`config.mk`:
```
export PLATFORM = sky130hd
export DESIGN_NAME = tps_back
export DESIGN_NICKNAME = d
export VERILOG_FILES = /design/src/hdl/tps_pkg.sv /design/src/hdl/tps_back.sv
export VERILOG_INCLUDE_DIRS = /design/src /design/src/hdl
export SDC_FILE = /design/constraint.sdc
export NUM_CORES = 2
export LEC_CHECK = 0
export BUFFER_PORTS_ARGS = -buffer_cell sky130_fd_sc_hd__buf_2
export CAP_MARGIN = 20
export CORE_ASPECT_RATIO = 0.7
export CORE_MARGIN = 2
export CORE_UTILIZATION = 40
export CTS_CLUSTER_SIZE = 40
export DETAILED_ROUTE_END_ITERATION = 6
export SYNTH_ARGS = -nofsm -noshare
export SYNTH_HDL_FRONTEND = slang
export SYNTH_SLANG_ARGS = --single-unit
export TNS_END_PERCENT = 20
```
`constraint.sdc`:
```
create_clock -name clk -period 13.9 [get_ports clk]
set_clock_uncertainty 0.15 [all_clocks]
set_input_delay 0 -clock clk [delete_from_list [all_inputs] [get_ports clk]]
set_output_delay 0 -clock clk [all_outputs]
set_load 0.005 [all_outputs]
```
`src/hdl/task_priority_scheduler_defines.svh`:
```
// Assertion helpers for the task scheduler.
`ifndef TASK_PRIORITY_SCHEDULER_DEFINES_SVH
`define TASK_PRIORITY_SCHEDULER_DEFINES_SVH

// Implication checked on every rising clock edge outside reset.
`define TPS_ASSERT_IMPL(label, clk, rst_n, ante, cons, msg) \
	label: assert property (@(posedge clk) disable iff (!rst_n) (ante) |-> (cons)) \
		else $error(msg);

// Next-cycle implication checked outside reset.
`define TPS_ASSERT_NEXT(label, clk, rst_n, ante, cons, msg) \
	label: assert property (@(posedge clk) disable iff (!rst_n) (ante) |=> (cons)) \
		else $error(msg);

`endif

```
`src/hdl/tps_pkg.sv`:
```
`timescale 1ns / 1ps
package tps_pkg;
	localparam logic [1:0] MODE_FCFS = 2'd0;
	localparam logic [1:0] MODE_PRIO = 2'd1;
	localparam logic [1:0] MODE_SJF  = 2'd2;
	localparam logic [1:0] MODE_EDF  = 2'd3;

	localparam logic OP_SUBMIT   = 1'b0;
	localparam logic OP_DISPATCH = 1'b1;

	localparam logic [2:0] KIND_ACCEPTED = 3'd0;
	localparam logic [2:0] KIND_REJECTED = 3'd1;
	localparam logic [2:0] KIND_ASSIGNED = 3'd2;
	localparam logic [2:0] KIND_DROPPED  = 3'd3;
	localparam logic [2:0] KIND_EMPTY    = 3'd4;

	// Classified command from the front end to the back end.
	typedef struct packed {
		logic        op;
		logic [1:0]  worker;
		logic [15:0] client;
		logic [31:0] opa;
		logic [31:0] opb;
		logic [15:0] run_time;
		logic [31:0] due;
		logic [31:0] key;
		logic        tail;
		logic [30:0] now;
	} cmd_t;

	// Stored task.
	typedef struct packed {
		logic [31:0] key;
		logic [31:0] opa;
		logic [31:0] opb;
		logic [15:0] client;
		logic [15:0] run_time;
		logic [31:0] due;
		logic [30:0] arrival;
	} entry_t;

	typedef struct packed {
		logic [2:0]  kind;
		logic [1:0]  worker;
		logic [15:0] client;
		logic [31:0] opa;
		logic [31:0] opb;
		logic [31:0] sum;
		logic [15:0] run_time;
		logic [30:0] wait_t;
		logic        last;
	} result_t;
endpackage

```
`src/hdl/tps_back.sv`:
```
`timescale 1ns / 1ps
`include "task_priority_scheduler_defines.svh"
module tps_back #(
	parameter int QUEUE_DEPTH = 16
) (
	input  logic               clk,
	input  logic               arst_n,
	input  logic [1:0]         mode,
	input  logic               cmd_valid,
	output logic               cmd_ready,
	input  tps_pkg::cmd_t      cmd,
	output logic               res_valid,
	input  logic               res_ready,
	output tps_pkg::result_t   res
);
	localparam int AW = (QUEUE_DEPTH > 1) ? $clog2(QUEUE_DEPTH) : 1;
	localparam int CW = $clog2(QUEUE_DEPTH + 1);

	localparam logic [2:0] ST_IDLE  = 3'd0;
	localparam logic [2:0] ST_SCAN  = 3'd1;
	localparam logic [2:0] ST_SHIFT = 3'd2;
	localparam logic [2:0] ST_POP   = 3'd3;
	localparam logic [2:0] ST_OUT   = 3'd4;
	localparam logic [2:0] ST_PREP  = 3'd5;

	tps_pkg::entry_t mem [QUEUE_DEPTH];
	logic [2:0]    st_q;
	logic [CW-1:0] count_q, idx_q, pos_q;
	logic [AW-1:0] hd_q;
	tps_pkg::cmd_t cur_q;
	tps_pkg::result_t res_q;
	logic          res_v_q;
	tps_pkg::entry_t rd_q;
	logic          more_q;
	logic          res_done;

	assign cmd_ready = (st_q == ST_IDLE) && !res_v_q;
	assign res_valid = res_v_q;
	assign res = res_q;
	assign res_done = res_v_q && res_ready;

	// Circular head; logical slot i is at hd_q + i.
	function automatic logic [AW-1:0] phys(input logic [AW-1:0] h, input logic [CW-1:0] i);
		logic [AW:0] s;
		s = {1'b0, h} + (AW+1)'(i);
		if (s >= (AW+1)'(QUEUE_DEPTH)) s = s - (AW+1)'(QUEUE_DEPTH);
		return s[AW-1:0];
	endfunction

	function automatic tps_pkg::result_t mk_res(input logic [2:0] k, input logic [1:0] wk,
			input tps_pkg::entry_t e, input logic [31:0] sum, input logic [30:0] wt,
			input logic lst);
		tps_pkg::result_t r;
		r.kind = k; r.worker = wk; r.client = e.client; r.opa = e.opa; r.opb = e.opb;
		r.sum = sum; r.run_time = e.run_time; r.wait_t = wt; r.last = lst;
		return r;
	endfunction

	tps_pkg::entry_t new_e;
	always_comb begin
		new_e.key = cur_q.key; new_e.opa = cur_q.opa; new_e.opb = cur_q.opb;
		new_e.client = cur_q.client; new_e.run_time = cur_q.run_time;
		new_e.due = cur_q.due; new_e.arrival = cur_q.now;
	end

	logic [AW-1:0] ra, wa;
	logic          we;
	tps_pkg::entry_t wd;
	logic [CW-1:0] idxm1, idxm2;
	assign idxm1 = idx_q - 1'b1;
	assign idxm2 = idx_q - CW'(2);

	// rd_q holds entry idx_q-1 in every shift cycle that moves an entry; read one ahead
	always_comb begin
		ra = phys(hd_q, idx_q); we = 1'b0; wa = ra; wd = new_e;
		case (st_q)
			ST_PREP: begin
				ra = phys(hd_q, idxm1);
			end
			ST_SHIFT: begin
				ra = phys(hd_q, idxm2);
				we = 1'b1; wa = phys(hd_q, idx_q);
				if (idx_q == pos_q) wd = new_e;
				else wd = rd_q;
			end
			default: ;
		endcase
	end

	always_ff @(posedge clk) begin
		rd_q <= mem[ra];
		if (we) mem[wa] <= wd;
	end

	// wait and deadline
	logic [30:0] waitv;
	logic        late;
	logic [31:0] nowrt;
	always_comb begin
		waitv = (cur_q.now >= rd_q.arrival) ? cur_q.now - rd_q.arrival : '0;
		nowrt = {1'b0, cur_q.now} + {16'd0, rd_q.run_time};
		late  = (mode == tps_pkg::MODE_EDF) &&
		        ($signed({rd_q.due[31], rd_q.due}) < $signed({1'b0, nowrt}));
	end

	always_ff @(posedge clk) begin
		if (st_q == ST_IDLE && cmd_valid && cmd_ready) cur_q <= cmd;
	end

	always_ff @(posedge clk or negedge arst_n) begin
		if (!arst_n) begin
			st_q <= ST_IDLE; count_q <= '0; idx_q <= '0; pos_q <= '0;
			hd_q <= '0; res_v_q <= 1'b0; res_q <= '0; more_q <= 1'b0;
		end else begin
			if (res_done && st_q != ST_OUT) res_v_q <= 1'b0;
			case (st_q)
				ST_IDLE: if (cmd_valid && cmd_ready) begin
					idx_q <= '0;
					if (cmd.op == tps_pkg::OP_SUBMIT) begin
						if (count_q == CW'(QUEUE_DEPTH)) begin
							res_q <= mk_res(tps_pkg::KIND_REJECTED, 2'd0, '0, 32'd0, 31'd0,
								1'b1);
							res_v_q <= 1'b1;
						end else if (cmd.tail || count_q == '0) begin
							pos_q <= count_q; idx_q <= count_q; st_q <= ST_SHIFT;
						end else begin
							st_q <= ST_SCAN;
						end
					end else if (count_q == '0) begin
						res_q <= mk_res(tps_pkg::KIND_EMPTY, cmd.worker, '0, 32'd0, 31'd0,
							1'b1);
						res_v_q <= 1'b1;
					end else begin
						st_q <= ST_POP;
					end
				end
				// one stored key a cycle, read data valid for idx_q-1
				ST_SCAN: begin
					if (idx_q != '0 && $signed(rd_q.key) > $signed(cur_q.key)) begin
						pos_q <= idxm1; idx_q <= count_q; st_q <= ST_PREP;
					end else if (idx_q == count_q) begin
						pos_q <= count_q; idx_q <= count_q; st_q <= ST_SHIFT;
					end else idx_q <= idx_q + 1'b1;
				end
				// fetch the tail entry before the first move
				ST_PREP: begin
					st_q <= ST_SHIFT;
				end
				// move entries up from the tail, then write the new one
				ST_SHIFT: begin
					if (idx_q == pos_q) begin
						count_q <= count_q + 1'b1;
						res_q <= mk_res(tps_pkg::KIND_ACCEPTED, 2'd0, '0, 32'd0, 31'd0, 1'b1);
						res_v_q <= 1'b1; st_q <= ST_IDLE;
					end else idx_q <= idxm1;
				end
				// read the head entry; its data is in rd_q in ST_OUT
				ST_POP: begin
					st_q <= ST_OUT;
				end
				ST_OUT: if (!res_v_q || res_ready) begin
					res_v_q <= 1'b1;
					if (more_q) begin
						res_q <= mk_res(tps_pkg::KIND_EMPTY, cur_q.worker, '0, 32'd0, 31'd0,
							1'b1);
						more_q <= 1'b0; st_q <= ST_IDLE;
					end else begin
						hd_q <= phys(hd_q, CW'(1)); count_q <= count_q - 1'b1;
						if (late) begin
							res_q <= mk_res(tps_pkg::KIND_DROPPED, cur_q.worker, rd_q, 32'd0,
								waitv, 1'b0);
							if (count_q == CW'(1)) more_q <= 1'b1;
							else st_q <= ST_POP;
						end else begin
							res_q <= mk_res(tps_pkg::KIND_ASSIGNED, cur_q.worker, rd_q,
								rd_q.opa + rd_q.opb, waitv, 1'b1);
							st_q <= ST_IDLE;
						end
					end
				end
				default: st_q <= ST_IDLE;
			endcase
		end
	end

	`TPS_ASSERT_IMPL(a_cnt_max, clk, arst_n, 1'b1, count_q <= CW'(QUEUE_DEPTH), "count overflow")
	`TPS_ASSERT_IMPL(a_ready_idle, clk, arst_n, cmd_ready, st_q == ST_IDLE, "ready while busy")
	`TPS_ASSERT_NEXT(a_hold, clk, arst_n, res_v_q && !res_ready, res_v_q && $stable(res_q), "result lost")
endmodule

```
### Word level (Yosys, flattened, before mapping)

Memories as Yosys holds them, arrays and structs flattened. A register that Yosys moved wholly into a read port is not among the register bits.
Index checks and enable logic that the tools add are counted.
W data, S select, Z words.

| operators by class | value |
|---|---|
| order comparisons | 7 |
| bitwise gates (word level) | 1 |
| reduce and logical (&&, ||, !) cells | 25 |
| equality and inequality tests | 25 |
| add/subtract/negate cells | 16 |
| mux-type cells | 63 |

Operators with widths:

| cell | count |
|---|---|
| $mux W165 | 7 |
| $pmux W165 S3 | 1 |
| $mux W191 | 2 |
| $mux W163 | 1 |
| $mux W5 | 16 |
| $lt A32 B33 Y1 | 1 |
| $mux W3 | 11 |
| $add A31 B16 Y32 | 1 |
| $add A32 B32 Y32 | 1 |
| $gt A32 B32 Y1 | 1 |
| $ge A31 B31 Y1 | 1 |
| $mux W31 | 1 |
| $sub A31 B31 Y31 | 1 |
| $ge A5 B5 Y1 const B | 4 |
| $pmux W5 S2 | 2 |
| $pmux W3 S6 | 1 |
| $mux W4 | 4 |
| $sub A4 B1 Y4 const B | 4 |
| $add A4 B5 Y5 | 3 |
| $pmux W5 S3 | 1 |
| $mux W1 | 13 |
| $ne A2 B2 Y1 const B | 6 |
| $ne A3 B3 Y1 const B | 4 |
| $reduce_and A6 Y1 | 2 |
| other kinds (30) | 48 |

| word-level totals | value |
|---|---|
| memory bits (writable) | 3056 |
| register bits after elaboration | 382 |
| memories | 1 |
| logic and storage cells | 162 |
| output and inout bits | 167 |

Memory list:

| name | depth | bits a word | rd ports | clocked after Yosys merged registers in | wr ports | line | text |
|---|---|---|---|---|---|---|---|
| mem | 16 | 191 | 1 | 1 | 1 | tps_back.sv:26 | `tps_pkg::entry_t mem [QUEUE_DEPTH];` |

### Depth between registers and ports, before layout

| logic depth | value |
|---|---|
| word-level depth | 7 |
| mapped depth | 23 |
| gate-level depth less buffers | 22 |

### Worst setup path after synthesis

OpenSTA, ideal clock, no wires.

| path | value |
|---|---|
| path type | reg2reg |
| from | register idx_q[1] |
| to | memory mem[14][0] in the netlist's numbering (enable) |
| data required time | 13.004 ns |
| setup slack | 3.259 ns |
| arrival time | 9.745 ns |
| period minus slack after synthesis | 10.641 ns |
| cell stages (with the launch flop) | 10 |
| cell sequence | dfrtp_1 > clkbuf_1 > inv_1 > ha_1 > a21oi_1 > nor2_1 > nor2_1 > xnor2_2 > or2_2 > nor2_1 |

| between the ends | value |
|---|---|
| cells in the longest elaborated chain, start to end | 3 |

RTL lines:

| element | line | text |
|---|---|---|
| from (decl) | tps_back.sv:28 | `logic [CW-1:0] count_q, idx_q, pos_q;` |
| from (signal assigned) | tps_back.sv:143 | `end else idx_q <= idx_q + 1'b1;` |
| from (signal assigned) | tps_back.sv:155 | `end else idx_q <= idxm1;` |
| $add A4 B5 Y5 (*) | tps_back.sv:45 | `s = {1'b0, h} + (AW+1)'(i);` |
| $sub A4 B1 Y4 or $ge A5 B5 Y1 (tied branches) | tps_back.sv:46 | `if (s >= (AW+1)'(QUEUE_DEPTH)) s = s - (AW+1)'(QUEUE_DEPTH);` |
| $mux W4 (*) | tps_back.sv:46 |  |
| to (decl) | tps_back.sv:26 |  |

Mark *: on every way between the ends. The rest lies on a longest branch, timed or not.

### Worst setup path in the final report

| path | value |
|---|---|
| from | register idx_q[0] |
| to | register, netlist name rd_q[188] |

| between the ends | value |
|---|---|
| cells in the longest elaborated chain, start to end | 5 |

RTL lines:

| element | line | text |
|---|---|---|
| $sub A5 B2 Y5 or $sub A5 B1 Y5 (tied branches) | tps_back.sv:71, tps_back.sv:70 |  |
| $add A4 B5 Y5 | tps_back.sv:45 |  |
| $sub A4 B1 Y4 or $ge A5 B5 Y1 (tied branches) | tps_back.sv:46 |  |
| $mux W4 | tps_back.sv:46 |  |
| $pmux W4 S2 (*) | tps_back.sv:76 | `case (st_q)` |

Marks and branches as above.
A chain may end at the register's enable or synchronous reset.

==> results.md <==
- Status: finished clean
- DRC: 0
- Detailed placement HPWL: 203 mm
- Post-Syn Area: 142000 um^2
- Pre-CTS WS: 7680 ps
- Most used cell, CP: buf_4
- Fmax: 163 MHz
- Commonest non-fill, non-tap cell in the layout: edfxtp_1
- Final setup margin: 7760 ps
- Critical path peak fanout: 91
- Max cap viols: 0
- P&R area growth vs syn: 16.5%
- Internal reg-to-reg setup slack: 7760 ps
- Reg clk slew, reported paths: 60 ps
- RR Startpoint: idx_q[0]$_DFFE_PN0P_
- Avg Inst Size Synth: 20.3 um^2
- Critical-path top delay cell: buf_4
- Post-synthesis sequential area ratio: 75.0%
- Worst hold path endpoint: st_q[1]$_DFFE_PN0P_
- Placed inst area: 149000 um^2
- Detailed Routing Iterations Pass 1: 6
- Slew HR: 23.9%
- Final #Nets: 8252
- Top delay family on crit path: buffers and inverters
- Commonest non-fill, non-tap cells in the layout: edfxtp_1 (3249), mux4_2 (764), dlygate4sd3_1 (398), buf_2 (366), clkbuf_16 (362)
- CTS Buf Count: 356
- Initial antenna violation count: 16
- Max clock buf depth: 4
- Largest net degree at the start of global routing: 145
- Worst setup SP type: flop
- Worst Max-Slew Pin Slew: 1140 ps
- Cts hold-fix bufs: 399
- Setup TNS: 0 ps
- CP bufs+invs: 6
- Top_reg_cell synth: edfxtp_1
- Top cells by area, synth: edfxtp_1 (69%), mux4_2 (12%), dfrtp_1 (3.3%), dfxtp_1 (2.7%), mux2i_1 (1.4%)
- Clock root buffer: clkbuf_16
- Site Rows: 182
- CP Class: reg2reg
- Post-synth EDFFs: 3249
- First-pass GRT wire length: 531 mm
- Crit. End Element: flop
- DIE WIDTH: 715 um
- Port bufs: 367
- Worst hold start: cmd[194]
- Largest area contributor in the netlist: edfxtp_1
- First DRT Iteration DRCs: 7970
- Syn nets: 7321
- Final setup fails: 0
- Critical path arrival: 6720 ps
- Grt total ovfl: 0
- Post-synthesis cell count: 6959
- Final design utilization: 46.9%
- Vias per Instance: 5.59
- Setup Fix Bufs, Post-CTS: 0
- Worst path cell trace: inv_1, ha_1, inv_1, fa_1, o22ai_1, a221oi_4, buf_4, buf_12, buf_4, buf_4, mux4_2, nor2b_1, a211oi_1, a21oi_1
- Number of H-tree levels: 5
- RSZ-0062 raised after global routing: no
- Final Cycle Share: 44.1%
- Yosys reg bits: 3629
- Min-Delay Path Class: in2reg
- Max-slew violations: 0
- Warning count from the yosys run: 0
- Netlist cell types: 79
- ANT nets after route: 0
- Post_cts resized: 0
- CTS Sinks: 3629
- Worst Hold Depth: 5
- CTS tree: done
- Die Area: 359000 um^2
- Final hold vios: 0
- Core area: 352000 um^2
- Total GRT Usage: 20.3%
- CP Data Required Time: 14480 ps
- R2R depth: 14
- Post-route minimum period: 6140 ps
- Initial Util: 40.2%
- R2r endpoint: rd_q[188]$_DFF_P_
- Final GP Congestion: 0.844
- Share of layout cells above drive strength 1: 24.8%
- Top cell type's share of synthesized area: 68.9%
- DR vias: 72000
- Critical path launch point: idx_q[0]$_DFFE_PN0P_
- Post-DR wirelength/cell: 28.7 um
- Ys async rst share: 5.21%
- Drt total wl: 370 mm
- Clock latency on the worst-skew pair: 920 ps
- Post-route cell area: 165000 um^2
- Die Span Y: 502 um
- Largest stage delay on the critical path: 800 ps
- Vias in the first global route: 73200
- Top Ports: 368
[layout make-up]
cell class                 count  area, um^2
clock inverter               192        2270
tap                         4692        5870
timing repair buffer         924        7330
fill                       29100      187000
multi-input combinational   2880       33300
antenna                        5        12.5
sequential                  3629      106000
inverter                      99         372
clock buffer                 469        9660
[cells by family (layout without fill, tap and decap cells)]
| family | Yosys count | in the layout | share of synthesized area [%] |
|---|---|---|---|
| mux | 1124 | 1124 | 14.8 |
| xor+xnor | 117 | 117 | 0.748 |
| flops | 3629 | 3629 | 75.0 |
| simple gates | 563 | 563 | 2.09 |
| other cells | 0 | 5 | 0 |
| fa+ha+maj | 161 | 161 | 1.45 |
| compound gates | 915 | 915 | 4.27 |
| buf+inv | 450 | 1684 | 1.64 |
[through the flow]
step / instances / hold WS [ps]
final: 12900 / 116
after CTS: 12900 / 38.5
after global routing: 12900 / 145
after floorplan: 6959 / -446
after detailed placement: 11800 / -176
after global placement: 11800 / -179
[routing by layer]
layer	up-vias	wire, um	track usage (%)
met5	-	33	0
met3	485	23000	2.78
met2	2383	175000	32.4
met1	38700	163000	29.8
li1	30500	-	-
met4	4	8570	4.84
[flip-flops by register name, indices dropped and copies added, names as in the netlist, 4 cells and up]
name / cells
idx_q: 5
hd_q: 4
pos_q: 5
cur_q: 193
res: 165
mem: 3056
count_q: 5
rd_q: 191
[worst register-to-register path, cell delays in order, from the launching register on]
cell and delay, ps:
dfrtp_1 500, inv_1 180, ha_1 340, inv_1 90, fa_1 490, o22ai_1 110, a221oi_4 320, buf_4 330
buf_12 600, buf_4 890, buf_4 840, mux4_2 620, nor2b_1 150, a211oi_1 280, a21oi_1 70
[worst max path at each step]
stage	end	slack [ps]	depth (start not counted)
finish	rd_q[188]$_DFF_P_	7760	14
global route	rd_q[180]$_DFF_P_	7210	14
CTS	rd_q[183]$_DFF_P_	7630	14
detailed placement	rd_q[183]$_DFF_P_	7680	14
global placement	rd_q[185]$_DFF_P_	7680	14
floorplan	mem[14][0]$_DFFE_PP_	3260	9
[cell usage after synthesis, types with 129 or more instances]
library cell,count
nand2_1,149
a211oi_1,199
nor2b_1,205
mux2i_1,199
edfxtp_1,3249
a22o_1,129
dfrtp_1,189
mux2_2,161
ha_1,155
clkbuf_1,207
dfxtp_1,191
a21oi_1,306
mux4_2,764
Power is left out: the tool's default activity adds up to more than one toggle a clock period on the data nets, which glitch-free logic cannot reach.
