<file path="src/hdl/task_priority_scheduler_defines.svh">
// Assertion helpers for the task scheduler.
`ifndef TASK_PRIORITY_SCHEDULER_DEFINES_SVH
`define TASK_PRIORITY_SCHEDULER_DEFINES_SVH

// Implication checked on every rising clock edge outside reset.
`define TPS_ASSERT_IMPL(label, clk, rst_n, ante, cons, msg) \
	label: assert property (@(posedge clk) disable iff (!rst_n) (ante) |-> (cons)) \
		else $error(msg);

// Next-cycle implication checked outside reset.
`define TPS_ASSERT_NEXT(label, clk, rst_n, ante, cons, msg) \
	label: assert property (@(posedge clk) disable iff (!rst_n) (ante) |=> (cons)) \
		else $error(msg);

`endif

</file>
<file path="src/hdl/tps_pkg.sv">
`timescale 1ns / 1ps
package tps_pkg;
	localparam logic [1:0] MODE_FCFS = 2'd0;
	localparam logic [1:0] MODE_PRIO = 2'd1;
	localparam logic [1:0] MODE_SJF  = 2'd2;
	localparam logic [1:0] MODE_EDF  = 2'd3;

	localparam logic OP_SUBMIT   = 1'b0;
	localparam logic OP_DISPATCH = 1'b1;

	localparam logic [2:0] KIND_ACCEPTED = 3'd0;
	localparam logic [2:0] KIND_REJECTED = 3'd1;
	localparam logic [2:0] KIND_ASSIGNED = 3'd2;
	localparam logic [2:0] KIND_DROPPED  = 3'd3;
	localparam logic [2:0] KIND_EMPTY    = 3'd4;

	// Classified command from the front end to the back end.
	typedef struct packed {
		logic        op;
		logic [1:0]  worker;
		logic [15:0] client;
		logic [31:0] opa;
		logic [31:0] opb;
		logic [15:0] run_time;
		logic [31:0] due;
		logic [31:0] key;
		logic        tail;
		logic [30:0] now;
	} cmd_t;

	// Stored task.
	typedef struct packed {
		logic [31:0] key;
		logic [31:0] opa;
		logic [31:0] opb;
		logic [15:0] client;
		logic [15:0] run_time;
		logic [31:0] due;
		logic [30:0] arrival;
	} entry_t;

	typedef struct packed {
		logic [2:0]  kind;
		logic [1:0]  worker;
		logic [15:0] client;
		logic [31:0] opa;
		logic [31:0] opb;
		logic [31:0] sum;
		logic [15:0] run_time;
		logic [30:0] wait_t;
		logic        last;
	} result_t;
endpackage

</file>
<file path="src/hdl/tps_front.sv">
`timescale 1ns / 1ps
module tps_front #(
	parameter int WORKERS = 4
) (
	input  logic               clk,
	input  logic               arst_n,
	input  logic               in_valid,
	output logic               in_ready,
	input  logic [193:0]       in_data,
	input  logic [1:0]         mode,
	output logic               cmd_valid,
	input  logic               cmd_ready,
	output tps_pkg::cmd_t      cmd
);
	localparam int DW = 2;
	tps_pkg::cmd_t cmd_q [DW];
	logic [1:0] cnt_q;
	logic       wr_q, rd_q;
	tps_pkg::cmd_t c;
	logic drop;

	always_comb begin
		c.op       = in_data[0];
		c.worker   = in_data[2:1];
		c.client   = in_data[18:3];
		c.opa      = in_data[50:19];
		c.opb      = in_data[82:51];
		c.run_time = in_data[98:83];
		c.due      = in_data[130:99];
		c.now      = in_data[193:163];
		c.tail     = (mode == tps_pkg::MODE_FCFS);
		case (mode)
			tps_pkg::MODE_PRIO: c.key = in_data[162:131];
			tps_pkg::MODE_SJF:  c.key = {16'd0, in_data[98:83]};
			tps_pkg::MODE_EDF:  c.key = in_data[130:99];
			default:            c.key = '0;
		endcase
	end

	// drop dispatches to workers that do not exist
	assign drop     = (c.op == tps_pkg::OP_DISPATCH) && (32'(c.worker) >= WORKERS);
	assign in_ready = (cnt_q != 2'd2);
	assign cmd_valid = (cnt_q != 2'd0);
	assign cmd = cmd_q[rd_q];

	wire push = in_valid && in_ready && !drop;
	wire pop  = cmd_valid && cmd_ready;

	always_ff @(posedge clk) begin
		if (push) cmd_q[wr_q] <= c;
	end

	always_ff @(posedge clk or negedge arst_n) begin
		if (!arst_n) begin
			cnt_q <= '0; wr_q <= 1'b0; rd_q <= 1'b0;
		end else begin
			if (push) wr_q <= ~wr_q;
			if (pop)  rd_q <= ~rd_q;
			cnt_q <= cnt_q + 2'(push) - 2'(pop);
		end
	end
endmodule

</file>
<file path="config.mk">
export PLATFORM = sky130hd
export DESIGN_NAME = tps_front
export DESIGN_NICKNAME = d
export VERILOG_FILES = /design/src/hdl/task_priority_scheduler_defines.svh /design/src/hdl/tps_pkg.sv /design/src/hdl/tps_front.sv
export SDC_FILE = /design/constraint.sdc
export NUM_CORES = 1
export LEC_CHECK = 0
export ABC_AREA = 1
export BUFFER_PORTS_ARGS = -buffer_cell sky130_fd_sc_hd__buf_2
export CORE_ASPECT_RATIO = 0.8
export CORE_UTILIZATION = 50
export DETAILED_ROUTE_END_ITERATION = 16
export PLACE_DENSITY = 0.76
export SLEW_MARGIN = 20
export SYNTH_ARGS = -nofsm -noshare
export SYNTH_HDL_FRONTEND = slang
export SYNTH_SLANG_ARGS = --single-unit
</file>
<file path="constraint.sdc">
create_clock -name clk -period 28.7 [get_ports clk]
set_input_delay 4.305 -clock clk [delete_from_list [all_inputs] [get_ports clk]]
set_output_delay 4.305 -clock clk [all_outputs]
set_load 0.005 [all_outputs]
</file>
# [Word-level counts from Yosys, hierarchy flattened]
# Memory sizes are Yosys's and may differ from the RTL's.
# Cells that the tools add are included.
[word_totals] regBits=4 ramBits=390 in_bits=200 word_cells=19 n_memories=1
[mem_list] name="cmd_q" words=2 word_bits=195 read_ports=1 rd_clocked_by_memory_dff=0 wr=1 line="tps_front.sv:16" rtl="tps_pkg::cmd_t cmd_q [DW];"
[classes] n_addsub=2 eq_ne=4 muxes=3 bitwise=2 n_reduce_logical=4
[op_table] op="case mux 32 bit (3 select lines)" count=1
[op_table] op="== test 2 bit (second input constant)" count=2
[op_table] op="adder 2 x 1 -> 2 bit" count=1
[op_table] op="== test 2 x 1 -> 1 bit (second input constant)" count=1
[op_table] op="logical AND 1 bit" count=2
[op_table] op="zero test 2 bit" count=1
[op_table] op="two-way mux 1 bit" count=2
[op_table] op="inequality test 2 bit (second input constant)" count=1
[op_table] op="inverter 1 bit" count=2
[op_table] op="nonzero test 2 bit" count=1
[op_table] op="subtractor 2 x 1 -> 2 bit" count=1

# [Depth between registers and ports, before layout]
# Gate-level depths: netlist of run 1.
[depth] word_depth=4 depth_mapped=12 depth_no_buf=12

# [Worst setup path after synthesis of run 1]
# Ideal clock, no wire load.
[synth_path] path_type="input to register" startpoint="in in_valid" endpoint="mem cmd_q[1][0] (netlist name) (enable)" t_arrival_ps=12516 slack_ps=15429 stages=2 n_path_buf=0 path_cell_list="nand2_1 -> nor2_1"
[synth_between] elab_chain_cells=3
[synth_rtl] item="start: declaration" line="tps_front.sv:7" rtl="input logic in_valid,"
[synth_rtl] item="logical AND 1 bit" line="tps_front.sv:46" rtl="wire push = in_valid && in_ready && !drop;"
[synth_rtl] item="two-way mux 1 bit" line="tps_front.sv:50" rtl="if (push) cmd_q[wr_q] <= c;"
[synth_rtl] item="two-way mux 1 bit (not written as such)" line="tps_front.sv:50"
[synth_rtl] item="end: declaration" line="tps_front.sv:16"
# Every way passes these cells.

==> summary.md, run 1 <==
| Metric | Value |
|---|---|
| CP bufs+invs | `3` |
| Most common cell after layout, fill and taps aside | `nand2_1` |
| TritonRoute pass-1 iters | `5` |
| Postcts setup bufs | `0` |
| Clock period minus worst slack | `roughly 7.6 ns` |
| Clk slew on worst S/H paths | `0.05 ns` |
| Final Hold Fails | `0` |
| Drt drc | `0` |
| CTS tree | `built` |
| Yosys warning total | `0` |
| Rows | `56` |
| Mapped Cells | `1,176` |
| Tot Pwr | `between 1.5 and 2 mW` |
| RSZ-0062 raised after global routing | `false` |
| Total GRT Usage | `between 20% and 30%` |
| Largest family of logic cells by synthesized area | `simple AND/OR/NAND/NOR gates` |
| Initial antenna violation count | `10` |
| Critical path class | `flop to output port` |
| Num CTS Buffers | `39` |
| DRT iter0 DRCs | `just over 700` |
| Syn Nets | `roughly 1.4k` |
| Crit-path leading delay family | `buffers and inverters` |
| Max VDD drop | `between 60 and 70 uV` |
| Antenna viol nets, final | `0` |
| #FFs+latches synth | `between 300 and 400` |
| Sequential share of the synthesized area | `between 70% and 80%` |
| Hold WC Path Type | `flop to flop` |
| Compound-gate portion of the synthesized area | `less than 1%` |
| Worst slack at placement | `21.64 ns` |
| R2R Path Start | `cnt_q[1]$_DFF_PN0_` |
| Pwr/cell area | `roughly 100 mW/mm^2` |
| Period utilisation layout | `between 20% and 30%` |
| Crit path capture type | `output port` |
| DIE AREA | `between 0.03 and 0.04 sq mm` |
| Reg2Reg Depth | `5` |
| Worst Path Required | `between 20 and 25 ns` |
| Later-pin clock latency in the skew report | `approximately 0.53 ns` |
| Total Wirelength | `about 35 mm` |
| Fraction of layout cells with a size suffix above 1 | `29.4%` |
| Reg2Reg Capture Point | `cmd_q[0][76]$_DFFE_PP_` |
| Pin count of the biggest net entering global routing | `103` |
| Worst setup margin | `between 20 and 25 ns` |
| CTS sink count | `between 300 and 400` |
| Global-route wire length before repair | `~52 mm` |
| Crit-path slowest cell | `buf_4` |
| Hpwl dp | `between 20 and 25 mm` |
| Status | `complete, no violations` |
| Clock Skew | `between 0.02 and 0.025 ns` |
| Area Overhead vs Synth | `22.7%` |
| TNS Setup | `0 ns` |
| Clock Path Buffers | `3` |
| Slowest stage delay, CP | `roughly 0.9 ns` |
| Xor and xnor area share after synthesis | `less than 1%` |
| Setup-failing EPs final | `0` |
| Hold Slack | `roughly 0.57 ns` |
| Post-synthesis adder-cell area fraction | `0.0834%` |
| Synth cell types | `17` |
| Boundary Pins | `slightly below 400` |
| CP Launch Point | `rd_q$_DFFE_PN0P_` |
| LEAKAGE | `8.03 nW` |
| Via/cell ratio | `approximately 5.0` |
| IO Port Bufs | `approximately 400` |
| Root Buffer | `clkbuf_16` |
| Most frequent CP cell | `nand2_1` |
| Mapped Area | `roughly 0.015 sq mm` |
| GPL Wtd Cong | `slightly below 0.8` |
| Hold_buf cts | `0` |
| Mux cell area share after synthesis | `0%` |
| CORE AREA | `about 0.029 sq mm` |
| Layout Utilization | `between 60% and 70%` |
| Slew HR | `around 27%` |
| Vias in the first global route | `approximately 9.4k` |
| CP Depth | `5` |
| Vias | `approximately 10k` |
| CP endpoint | `cmd[170]` |
| Commonest cells after routing, fill and taps aside | `nand2_1 (691), buf_2 (396), edfxtp_1 (390)` |
| Highest clock rate | `around 0.13 GHz` |
| CP arrival | `roughly 3.3 ns` |
| Final Slew Violations | `0` |
| CP Cell Sequence | `inv_6 -> buf_4 -> nand2_1 -> nand2_1 -> buf_2` |
| CP Launch Type | `flop` |
| CTS resizes | `0` |
| Die Wd | `~200 microns` |
| Avg Cell Area, Syn | `roughly 13 sq um` |
| Layout Nets | `~1.8k` |
| Hold Path Origin | `cnt_q[0]$_DFF_PN0_` |
| Routed len/inst | `roughly 18 microns` |
| Worst-path fanout max | `between 100 and 150` |
| Simple-gate share of the synthesized area | `18.2%` |
| Grt ovf | `0` |
| CTS H-tree depth | `2` |
| Reg2reg setup slack | `roughly 26 ns` |
| Effective utilization at floorplan | `51.0%` |
| Die height | `~160 microns` |
| Tightest Pin Transition | `about 1.1 ns` |
| Max-capacitance violation count | `0` |
## logic make-up after synthesis
family / after synthesis
simple gates: 717
flops: 394
buf+inv: 61
compound gates: 2
xor+xnor: 1
fa+ha+maj: 1
## layer usage
metal | vias to the layer above | GRT usage [%] | wire length (microns)
li1 | 4732 | - | -
met1 | 4594 | 27.5 | 13500
met2 | 402 | 37.8 | 17400
met3 | 76 | 6.86 | 3120
met4 | 10 | 8.33 | 984
met5 | - | 0 | 71
## Yosys cell counts
cell type / number / share of area, %
nand2_1: 691 / 17
buf_2: 22 / 0.73
edfxtp_1: 390 / 78
dfrtp_1: 4 / 0.67
nand3_2: 1 / 0.067
inv_4: 1 / 0.042
inv_1: 7 / 0.18
nor2_4: 2 / 0.15
inv_2: 3 / 0.075
buf_4: 12 / 0.60
a21oi_1: 1 / 0.033
ha_1: 1 / 0.083
o21ai_0: 1 / 0.033
xor2_1: 1 / 0.058
nor2_1: 6 / 0.15
buf_6: 16 / 1.2
nand3_1: 17 / 0.57
## stage by stage
| step | cell area, sq um | std cells |
|---|---|---|
| after floorplan | 15000 | 1176 |
| after global placement | 17200 | 1908 |
| after detailed placement | 17200 | 1908 |
| after CTS | 18400 | 1974 |
| after global routing | 18400 | 1977 |
| final | 18400 | 1978 |
## power breakdown
part           internal, mW  total, mW  switching (mW)  leakage [nW]
Combinational         0.181      0.539           0.358          3.75
Clock                 0.288      0.494           0.206         0.603
Sequential            0.789      0.829          0.0395          3.68
## final cells by class
class                           instances  area (sq um)
Sequential cell                       394         11800
Fill cell                            2221         11000
Multi-Input combinational cell        721          2780
Timing Repair Buffer                  405          2050
Clock buffer                           49          1060
Tap cell                              377           472
Clock inverter                         17           176
Inverter                               11          46.3
Antenna cell                            4          10.0
## state kept, by name, indices dropped and copies added, names as in the netlist
register  flops
cmd_q       390
cnt_q         2
rd_q          1
wr_q          1
## how the worst min path moves through the flow
stage,to,slack [ns],cells past startpoint
final,cnt_q[0]$_DFF_PN0_,0.57,1
after global routing,cnt_q[0]$_DFF_PN0_,0.62,1
after CTS,cnt_q[0]$_DFF_PN0_,0.57,1
after detailed placement,cnt_q[0]$_DFF_PN0_,0.55,1
after global placement,cnt_q[0]$_DFF_PN0_,0.53,1
after floorplan,wr_q$_DFFE_PN0P_,0.48,2
Power figures use the tool's default switching activity.
==> run 2, diff against run 1 <==
clock period = 7.5 ns   (was 28.7 ns; I/O delays follow)
==> run 2 against run 1 <==
Compared with the run above: first-iteration DRC count grew 0.57%; largest cell class unchanged; highest routed layer unchanged; clock-buffer cell count shrank 1; final cell count grew 0.40%; flip-flop and latch count is the same; clock skew shrank 0.0047 ns.
==> summary.md, run 2 (synthesized netlist as in run 1, its figures left out) <==
| Metric | Value |
|---|---|
| Fraction of layout cells with a size suffix above 1 | `29.5% (+0.096 points)` |
| Antenna viol nets, final | `0 (unchanged)` |
| GPL Wtd Cong | `0.785 (+0.26%)` |
| TritonRoute pass-1 iters | `5 (unchanged)` |
| Max VDD drop | `224 uV (+250%)` |
| Clock period minus worst slack | `around 4.4 ns` |
| IO Port Bufs | `396 (unchanged)` |
| Worst setup margin | `3.12 ns (-17.99 ns)` |
| Biggest regs | `cmd_q (390), cnt_q (2)` |
| CP arrival | `3.26 ns (-0.02 ns)` |
| Switching component of the power | `2.30 mW (+280%)` |
| Largest register FFs | `390 (unchanged)` |
| Reg2Reg Depth | `5 (unchanged)` |
| Die height | `157 microns (unchanged)` |
| Area occupied by multi-input gates | `0.00278 sq mm (unchanged)` |
| Via/cell ratio | `4.99 (+0.50%)` |
| Most frequent CP cell | `nand2_1` |
| CP Launch Type | `flop` |
| Highest clock rate | `around 0.23 GHz` |
| Slowest stage delay, CP | `0.82 ns (-0.08 ns)` |
| Rows | `56 (unchanged)` |
| Total Wirelength | `34.9 mm (-0.48%)` |
| Final Slew Violations | `0 (unchanged)` |
| Effective utilization at floorplan | `51.0% (unchanged)` |
| Crit-path leading delay family | `buffers and inverters` |
| LEAKAGE | `8.04 nW (about the same)` |
| Gate power share | `29.0% (about the same)` |
| Commonest cells after routing, fill and taps aside | `nand2_1 (691), buf_2 (396), edfxtp_1 (390)` |
| Flop pwr share | `44.6% (about the same)` |
| DRT iter0 DRCs | `710 (+0.57%)` |
| CORE AREA | `0.0294 sq mm (unchanged)` |
| CP bufs+invs | `3 (unchanged)` |
| Total GRT Usage | `22.0% (-0.40 points)` |
| Hpwl dp | `22.2 mm (-1.6%)` |
| Setup-failing EPs final | `0 (unchanged)` |
| CP Depth | `5 (unchanged)` |
| Status | `complete, no violations` |
| Pwr/cell area | `385 mW/mm^2 (+280%)` |
| Routed len/inst | `17.6 microns (-0.89%)` |
| Slew HR | `27.0% (about the same)` |
| Design area | `0.0184 sq mm (about the same)` |
| DIE AREA | `0.0307 sq mm (unchanged)` |
| CP Cell Sequence | `inv_6 -> buf_4 -> nand2_1 -> nand2_1 -> buf_2` |
| Most common cell after layout, fill and taps aside | `nand2_1` |
| Die Wd | `196 microns (unchanged)` |
| Worst Path Required | `6.38 ns (-18.02 ns)` |
| CTS tree | `built` |
| Tightest Pin Transition | `1.10 ns (+0.000401 ns)` |
| Crit path capture type | `output port` |
| Pin count of the biggest net entering global routing | `115 (+12%)` |
| Area Overhead vs Synth | `22.7% (about the same)` |
| Layout Nets | `1,773 (unchanged)` |
| Clk pwr share | `26.5% (about the same)` |
| Num CTS Buffers | `39 (unchanged)` |
| Max-capacitance violation count | `0 (unchanged)` |
| Worst-path fanout max | `114 (+12%)` |
| Period utilisation layout | `about 60%` |
| Placed cell count | `1,908 (unchanged)` |
| Fillers | `2,235 (+0.63%)` |
| Hold WC Path Type | `input port to async pin` |
| Reg area | `0.0118 sq mm (unchanged)` |
| CTS sink count | `394 (unchanged)` |
| Vias | `9,903 (+0.91%)` |
| Finished Layout Cells | `1,986 (+0.40%)` |
| Clock Skew | `0.0168 ns (-0.00468 ns)` |
| Clk slew on worst S/H paths | `0.06 ns (about the same)` |
| Grt ovf | `0 (unchanged)` |
| Clock Path Buffers | `3 (unchanged)` |
| Drt drc | `0 (unchanged)` |
| RSZ-0062 raised after global routing | `false` |
| Switch share | `32.4% (-0.038 points)` |
| TNS Setup | `0 ns (unchanged)` |
| Postcts setup bufs | `0 (unchanged)` |
| Met2 routed WL | `17.0 mm (-2.1%)` |
| Boundary Pins | `397 (unchanged)` |
| Cell Area, Placed | `0.0172 sq mm (unchanged)` |
| Met3 routed WL | `3.42 mm (+9.6%)` |
| Reg with most FFs | `cmd_q` |
| Internal power | `4.80 mW (+280%)` |
| Hold_buf cts | `0 (unchanged)` |
| Critical path class | `flop to output port` |
| Later-pin clock latency in the skew report | `0.53 ns (about the same)` |
| Vias in the first global route | `9,501 (+0.67%)` |
| Crit-path slowest cell | `buf_4` |
| CTS resizes | `0 (unchanged)` |
| DR top layer | `met5` |
| Worst slack at placement | `3.74 ns (-17.90 ns)` |
| Tot Pwr | `7.09 mW (+280%)` |
| Root Buffer | `clkbuf_16` |
| Initial antenna violation count | `11 (+1)` |
| Global-route wire length before repair | `51.7 mm (-0.21%)` |
| Met1 WL | `13.7 mm (+1.5%)` |
| Final Hold Fails | `0 (unchanged)` |
| CTS H-tree depth | `2 (unchanged)` |
-- run 2: changes by cell type in the layout (fill, tap and decap cells not counted), sizes merged --
| cell | change |
|---|---|
| clkinvlp | -1 |
| clkinv | +4 |
| diode | +3 |
| inv | +3 |
| clkbuf | -1 |
-- run 2: layer usage --
metal | GRT usage, % | vias up
li1 | - | 4730
met1 | 27.8 | 4658
met2 | 36.2 | 447
met3 | 7.03 | 60
met4 | 7.55 | 8
met5 | 0 | -
-- run 2: layout make-up --
| type | count | area share, % |
|---|---|---|
| Sequential cell | 394 | 64.2 |
| Multi-Input combinational cell | 721 | 15.1 |
| Clock inverter | 23 | 1.07 |
| Tap cell | 377 | 2.56 |
| Antenna cell | 7 | 0.0952 |
| Timing Repair Buffer | 405 | 11.1 |
| Inverter | 11 | 0.252 |
| Clock buffer | 48 | 5.59 |
-- run 2: final timing paths --
kind	endpoint	slack, ns	start
worst max-delay path	cmd[166]	3.12	rd_q$_DFFE_PN0P_
worst min-delay path	cnt_q[1]$_DFF_PN0_	0.39	arst_n
worst max register to register	cmd_q[0][105]$_DFFE_PP_	4.50	cnt_q[1]$_DFF_PN0_
worst min register to register	cnt_q[0]$_DFF_PN0_	0.56	cnt_q[0]$_DFF_PN0_
max in group asynchronous	rd_q$_DFFE_PN0P_	6.97	arst_n
min in group clk	cnt_q[0]$_DFF_PN0_	0.56	cnt_q[0]$_DFF_PN0_
-- run 2: through the flow --
stage | hold slack (ns) | utilization (%)
after floorplan | 0.504 | -
after global placement | 0.533 | 58.3
after detailed placement | 0.553 | 58.3
after CTS | 0.366 | 62.5
after global routing | 0.376 | 62.5
final | 0.392 | 62.5
-- run 2: power groups by stage --
stage	Combinational (mW)	Clock, mW	Sequential [mW]
3_5_place_dp	2.07	0	3.21
3_3_place_gp	2.04	0	3.19
5_1_grt	2.30	2.00	3.20
6_report	2.05	1.88	3.16
4_1_cts	2.08	1.91	3.16
2_1_floorplan	1.20	0	3.23
